$ cat config.mk
export PLATFORM = sky130hd
export DESIGN_NAME = emfuse_front
export DESIGN_NICKNAME = d
export VERILOG_FILES = /design/src/rtl/emfuse_pkg.sv /design/src/rtl/emfuse_divider.sv /design/src/rtl/emfuse_front.sv
export SDC_FILE = /design/constraint.sdc
export NUM_CORES = 2
export LEC_CHECK = 0
export ABC_AREA = 1
export BUFFER_PORTS_ARGS = -buffer_cell sky130_fd_sc_hd__buf_2
export CORE_UTILIZATION = 50
export CTS_BUF_LIST = sky130_fd_sc_hd__clkbuf_16
export CTS_CLUSTER_DIAMETER = 120
export DETAILED_ROUTE_END_ITERATION = 7
export HOLD_SLACK_MARGIN = 0.15
export PLACE_DENSITY = 0.66
export SKIP_LAST_GASP = 1
export SLEW_MARGIN = 20
export SYNTH_ARGS = -nofsm -noshare
export SYNTH_HDL_FRONTEND = slang
export SYNTH_SLANG_ARGS = --single-unit
export TNS_END_PERCENT = 1
$ cat constraint.sdc
create_clock -name clk -period 27.9 [get_ports clk]
set_clock_uncertainty 0.1 [all_clocks]
set_input_delay 0 -clock clk [delete_from_list [all_inputs] [get_ports clk]]
set_output_delay 0 -clock clk [all_outputs]
set_load 0.02 [all_outputs]
$ cat src/rtl/emfuse_pkg.sv
`default_nettype none
// ----------------------------------------------------------------------------
// Elevation map point fusion package
// Shared widths, status codes and the queue entry type.
// ----------------------------------------------------------------------------
package emfuse_pkg;

	localparam int SubmapsPerSide = 16;
	localparam int SubmapCells = 32;
	localparam int MaxSubmaps = 16;

	localparam logic [16:0] CellSizeReset = 17'd6554;
	localparam logic [16:0] NoiseReset = 17'd655;
	localparam logic [3:0] RootReset = 4'd8;

	localparam logic [1:0] REG_CELL_SIZE = 2'd0;
	localparam logic [1:0] REG_NOISE = 2'd1;
	localparam logic [1:0] REG_ROOT = 2'd2;

	localparam logic [1:0] ST_UPDATED = 2'd0;
	localparam logic [1:0] ST_OUTSIDE = 2'd1;
	localparam logic [1:0] ST_NO_SLOT = 2'd2;

	// Classified point handed from the front part to the back part.
	typedef struct packed {
		logic [1:0] status;
		logic [3:0] slot;
		logic [4:0] row;
		logic [4:0] col;
		logic [31:0] z;
	} fuse_job_t;

endpackage
`default_nettype wire

$ cat src/rtl/emfuse_divider.sv
`default_nettype none
// ----------------------------------------------------------------------------
// Restoring divider
// Unsigned division, one quotient bit per cycle.
// ----------------------------------------------------------------------------
module emfuse_divider #(
	parameter int NW = 64,
	parameter int DW = 40
) (
	input wire logic clk,
	input wire logic arst_n,
	input wire logic start,
	input wire logic [NW-1:0] num,
	input wire logic [DW-1:0] den,
	output logic busy,
	output logic [NW-1:0] quo
);
	localparam int CW = $clog2(NW + 1);
	logic [NW-1:0] quo_q;
	logic [DW:0] rem_q;
	logic [DW-1:0] den_q;
	logic [CW-1:0] cnt_q;
	logic [DW:0] trial;
	logic [DW+1:0] diff;

	assign busy = (cnt_q != '0);
	assign quo = quo_q;
	assign trial = {rem_q[DW-1:0], quo_q[NW-1]};
	assign diff = {1'b0, trial} - {2'b00, den_q};

	// Shift in one numerator bit per cycle and subtract when possible.
	always_ff @(posedge clk or negedge arst_n) begin
		if (!arst_n) begin
			cnt_q <= '0;
		end else if (start) begin
			cnt_q <= CW'(NW);
		end else if (busy) begin
			cnt_q <= cnt_q - 1'b1;
		end
	end

	always_ff @(posedge clk) begin
		if (start) begin
			quo_q <= num;
			rem_q <= '0;
			den_q <= den;
		end else if (busy) begin
			if (!diff[DW+1]) begin
				rem_q <= diff[DW:0];
				quo_q <= {quo_q[NW-2:0], 1'b1};
			end else begin
				rem_q <= trial;
				quo_q <= {quo_q[NW-2:0], 1'b0};
			end
		end
	end
endmodule
`default_nettype wire

$ cat src/rtl/emfuse_front.sv
`default_nettype none
// ----------------------------------------------------------------------------
// Point binning front end
// Bins x and y into a submap and cell and assigns submap slots.
// ----------------------------------------------------------------------------
module emfuse_front (
	input wire logic clk,
	input wire logic arst_n,
	input wire logic in_valid,
	output logic in_stall,
	input wire logic [31:0] point_x,
	input wire logic [31:0] point_y,
	input wire logic [31:0] point_z,
	input wire logic [16:0] cell_size,
	input wire logic [3:0] root_submap_index,
	output logic job_valid,
	output emfuse_pkg::fuse_job_t job,
	input wire logic job_full
);
	import emfuse_pkg::*;

	typedef enum logic [6:0] {
		F_CLR  = 7'b0000001,
		F_IDLE = 7'b0000010,
		F_DIVX = 7'b0000100,
		F_DIVY = 7'b0001000,
		F_SLOT = 7'b0010000,
		F_LOOK = 7'b0100000,
		F_PUSH = 7'b1000000
	} fstate_t;

	fstate_t state_q;
	logic [7:0] clr_q;
	logic [31:0] y_q, z_q;
	logic [16:0] cs_q;
	logic [3:0] root_q;
	logic signed [39:0] subx_q;
	logic [63:0] subx_n_q, ny_n_q;
	logic [4:0] gx_q, gy_q;
	logic [1:0] st_q;
	logic [3:0] slot_q;
	logic [4:0] tab_mem [256];
	logic [4:0] tab_rd_q;
	logic [4:0] used_q;

	logic [16:0] cs_in, cs_use;
	logic [31:0] ax_p;
	logic [22:0] len;
	logic [63:0] n_pos;
	logic div_start, div_busy;
	logic [63:0] div_quo;
	logic signed [39:0] sub_k;
	logic [63:0] npos_ax;
	logic [24:0] rem;
	logic [4:0] cell_idx;
	logic signed [40:0] cxs, cys;
	logic [7:0] tab_idx;
	logic in_map;

	// A cell size of zero acts as one; the live register is used at accept.
	assign cs_in = (cell_size == '0) ? 17'd1 : cell_size;
	assign cs_use = (state_q == F_IDLE) ? cs_in : cs_q;

	// Axis binning: n = 2p + L, shifted by 2L*2^26 so it stays positive.
	assign len = 23'(cs_use) * 23'(SubmapCells);
	assign ax_p = (state_q == F_IDLE) ? point_x : y_q;
	assign n_pos = 64'($signed({{32{ax_p[31]}}, ax_p}) * 2) + 64'(len)
		+ (64'(len) << 27);
	assign div_start = (state_q == F_IDLE && in_valid)
		|| (state_q == F_DIVX && !div_busy);

	emfuse_divider #(.NW(64), .DW(24)) u_bin_div (
		.clk(clk), .arst_n(arst_n), .start(div_start),
		.num(n_pos), .den({len, 1'b0}), .busy(div_busy), .quo(div_quo)
	);

	assign npos_ax = (state_q == F_DIVX) ? subx_n_q : ny_n_q;
	assign sub_k = $signed(div_quo[39:0]) - 40'sd67108864;
	// Remainder is below 2L, so only its low bits are formed.
	assign rem = npos_ax[24:0] - 25'(div_quo[24:0] * {len, 1'b0});
	always_comb begin
		cell_idx = 5'(SubmapCells - 1);
		for (int i = SubmapCells - 1; i >= 0; i--) begin
			if (rem < 25'(i + 1) * {7'd0, cs_q, 1'b0}) cell_idx = 5'(i);
		end
	end

	assign cxs = 41'(subx_q) + 41'(root_q);
	assign cys = 41'(sub_k) + 41'(root_q);
	assign tab_idx = {cxs[3:0], cys[3:0]};
	assign in_map = !(cxs < 0 || cxs >= SubmapsPerSide || cys < 0
		|| cys >= SubmapsPerSide);

	assign in_stall = (state_q != F_IDLE);
	assign job_valid = (state_q == F_PUSH);
	assign job = '{status: st_q, slot: slot_q, row: gx_q, col: gy_q, z: z_q};

	// Clear the slot table after reset, then sequence one point through both
	// axis divisions and the slot lookup.
	always_ff @(posedge clk or negedge arst_n) begin
		if (!arst_n) begin
			state_q <= F_CLR;
			clr_q <= '0;
			used_q <= '0;
		end else begin
			case (state_q)
				F_CLR: begin
					clr_q <= clr_q + 1'b1;
					if (clr_q == '1) state_q <= F_IDLE;
				end
				F_IDLE: if (in_valid) state_q <= F_DIVX;
				F_DIVX: if (!div_busy) state_q <= F_DIVY;
				F_DIVY: if (!div_busy) state_q <= F_SLOT;
				F_SLOT: state_q <= F_LOOK;
				F_LOOK: begin
					state_q <= F_PUSH;
					if (in_map && !tab_rd_q[4] && used_q < 5'(MaxSubmaps)) begin
						used_q <= used_q + 1'b1;
					end
				end
				F_PUSH: if (!job_full) state_q <= F_IDLE;
				default: state_q <= F_IDLE;
			endcase
		end
	end

	always_ff @(posedge clk) begin
		if (state_q == F_CLR) tab_mem[clr_q] <= '0;
		if (state_q == F_IDLE) begin
			y_q <= point_y;
			z_q <= point_z;
			cs_q <= cs_in;
			root_q <= root_submap_index;
			subx_n_q <= n_pos;
		end
		if (state_q == F_DIVX && !div_busy) begin
			subx_q <= sub_k;
			gx_q <= cell_idx;
			ny_n_q <= n_pos;
		end
		if (state_q == F_DIVY && !div_busy) begin
			gy_q <= cell_idx;
		end
		// Table entry holds a valid bit over the slot number.
		if (state_q == F_SLOT) begin
			tab_rd_q <= tab_mem[tab_idx];
		end
		if (state_q == F_LOOK) begin
			if (!in_map) begin
				st_q <= ST_OUTSIDE;
			end else if (tab_rd_q[4]) begin
				st_q <= ST_UPDATED;
				slot_q <= tab_rd_q[3:0];
			end else if (used_q < 5'(MaxSubmaps)) begin
				st_q <= ST_UPDATED;
				slot_q <= used_q[3:0];
				tab_mem[tab_idx] <= {1'b1, used_q[3:0]};
			end else begin
				st_q <= ST_NO_SLOT;
			end
		end
	end
endmodule
`default_nettype wire

==> impl_metrics.env <==
export IMPL_postCtsSetupBuffers=0
export IMPL_synth_seq_area_share_pct=46.60
export IMPL_r2r_start="state_q[3]"
export IMPL_period_minus_slack_ps=12210
export IMPL_violations="design-rule violations"
export IMPL_drt_pass1_iterations=6
export IMPL_antenna_found_initial=3
export IMPL_slew_violations=0
export IMPL_cp_required_ps=28380
export IMPL_postLayoutCoreUtil_pct=56.18
export IMPL_synth_edf_count=1538
export IMPL_avgSynthCellArea_um2=9.987
export IMPL_io_buffers=170
export IMPL_placed_area_um2=106300
export IMPL_ant_nets=0
export IMPL_die_width_um=454.4
export IMPL_die_h_um=454.4
export IMPL_cap_violations=0
export IMPL_ys_ff_latch=1606
export IMPL_grt_pass1_vias=78204
export IMPL_insertion_delay_ps=870
export IMPL_core_area_um2=202700
export IMPL_hold_violations=0
export IMPL_route_detailed_wl_per_inst_um=23.36
export IMPL_drive_above_1_share_pct=6.407
export IMPL_routed_wl_um=311900
export IMPL_max_stage_delay_ps=720
export IMPL_arrival_ps=12700
export IMPL_rr_worst_depth=69
export IMPL_clkSinkCount=1606
export IMPL_rsz0062_at_grt="no"
export IMPL_drtIter0Drc=8163
export IMPL_critPathMostFrequentCell="nand2_1"
export IMPL_h_tree_depth=4
export IMPL_dieArea_um2=206400
export IMPL_grtUsageTotal_pct=29.68
export IMPL_hold_depth=4
export IMPL_hpwlAfterDp_um=211800
export IMPL_drc=12
export IMPL_end_kind="register"
export IMPL_io_pins=171
export IMPL_max_freq_mhz=81.87
export IMPL_worst_pin_slew_ps=1258
export IMPL_hold_class="in2reg"
export IMPL_worstSetupPathType="reg2reg"
export IMPL_clockBufferDepth=3
export IMPL_grt_max_degree=254
export IMPL_final_cell_mix="edfxtp_1, nor2_1, nand2_1"
export IMPL_ys_flop_type="edfxtp_1"
export IMPL_cts_buffers=166
export IMPL_num_rows=165
export IMPL_hold_start="cell_size[11]"
export IMPL_start_util_pct=50.47
export IMPL_mostFrequentLayoutCell="edfxtp_1"
export IMPL_reg2reg_to="gx_q[0]"
export IMPL_reg2reg_slack_ps=15690
export IMPL_min_to="cs_q[11]"
export IMPL_synthArstFlopShare_pct=1.681
export IMPL_areaGrowthSynthToFinish_pct=11.32
export IMPL_start_kind="register"
export IMPL_cts_tree="done"
export IMPL_cts_root_buf="clkbuf_16"
export IMPL_status="finished, violations left"
export IMPL_setup_tns_ps=0
export IMPL_grt_first_pass_wirelength_um=466500
export IMPL_syn_area_um2=102300
export IMPL_yosysWarnings=0
export IMPL_setup_viol=0
export IMPL_final_nets=11990
export IMPL_routabilityCongestion=0.9932
export IMPL_grt_overflow_total=0
export IMPL_relSlewSlack_pct=16.14
export IMPL_critPathSlowestCell="o21ai_1"
export IMPL_yosysUniqueCellTypes=69
export IMPL_post_route_cell_area_um2=113900
export IMPL_viasPerCell=5.967
export IMPL_synth_fp_nets=11698
export IMPL_period_share_pct=43.78
export IMPL_num_vias=79664
export IMPL_clkSlewWorstSetupHoldPaths_ps=60
export IMPL_syn_inst=10245
export IMPL_path_max_fanout=31
[flip-flops by register name (all words and copies together), names as in the netlist, 24 cells and up]
name             flops
tab_mem           1280
u_bin_div.quo       64
subx_q              40
y_q                 32
z_q                 32
ny_n_q              24
subx_n_q            24
u_bin_div.rem_q     24
[how the worst max path moves through the flow]
| stage | start | to | cells past startpoint |
|---|---|---|---|
| after CTS | state_q[3] | gx_q[0] | 68 |
| after detailed placement | state_q[3] | gx_q[0] | 65 |
| after global placement | state_q[3] | gx_q[0] | 65 |
| after global routing | state_q[3] | gx_q[0] | 70 |
| final | state_q[3] | gx_q[0] | 69 |
| after floorplan | u_bin_div.quo[2] | tab_mem[0][2] | 23 |
[cell families after synthesis]
group	after synthesis	synth area share, %
mux	1	0.009784
xor+xnor	405	3.467
fa+ha+maj	1333	18.76
flops	1606	46.60
buf+inv	1443	5.361
compound gates	2309	12.88
simple gates	3148	12.93
[area by class of cell]
class	count	area [um^2]
clock inverter	140	1345
fill	17301	88840
timing repair buffer	499	3939
sequential	1606	47680
multi-input combinational	7196	49390
tap	2672	3343
clock buffer	166	4154
antenna	3	7.507
inverter	1068	4029
[Yosys cell counts, types with 94 or more instances]
library cell,instances,area share (%)
edfxtp_1,1538,45
nor2_1,1334,4.9
nand2_1,1181,4.3
inv_1,1049,3.8
o21ai_0,1018,5.0
ha_1,997,12
a21oi_1,533,2.6
o22ai_1,352,2.2
fa_1,335,6.6
clkbuf_1,330,1.2
xor2_1,290,2.5
nand3_1,231,1.1
nand4_1,151,0.92
xnor2_1,115,0.98
o21bai_1,94,0.69
[critical path: cells and delay by family, from the launching register on]
kind	cells	cell delay, ps
DFF	1	400
AOI/OAI and AO/OA	9	2210
adders and majority gates	9	3430
buffers and inverters	7	1100
and+or+nand+nor	43	4100
xor gates and xnor gates	1	570
[metal layers]
| layer | global-route usage (%) | vias up | routed length [um] |
|---|---|---|---|
| li1 | - | 36554 | - |
| met1 | 38.26 | 38844 | 123500 |
| met2 | 48.46 | 3520 | 145500 |
| met3 | 5.229 | 746 | 26290 |
| met4 | 14.18 | 0 | 16600 |
| met5 | 0 | - | 0 |
[metrics by stage]
step | cells | hold WS [ps] | worst slack [ps]
after floorplan | 10245 | -395.6 | 5711
after global placement | 12833 | 36.86 | 16050
after detailed placement | 12833 | 43.43 | 15940
after CTS | 13347 | 160.0 | 15870
after global routing | 13347 | 184.5 | 14740
final | 13350 | 225.7 | 15690
[what timing repair did]
action	CTS	global route
hold endpoints to repair	256	0
hold buffers	208	0
resized for setup	0	0
Power is not shown: default switching activity piles up to over one toggle a cycle in this logic, so the estimate is an artifact.
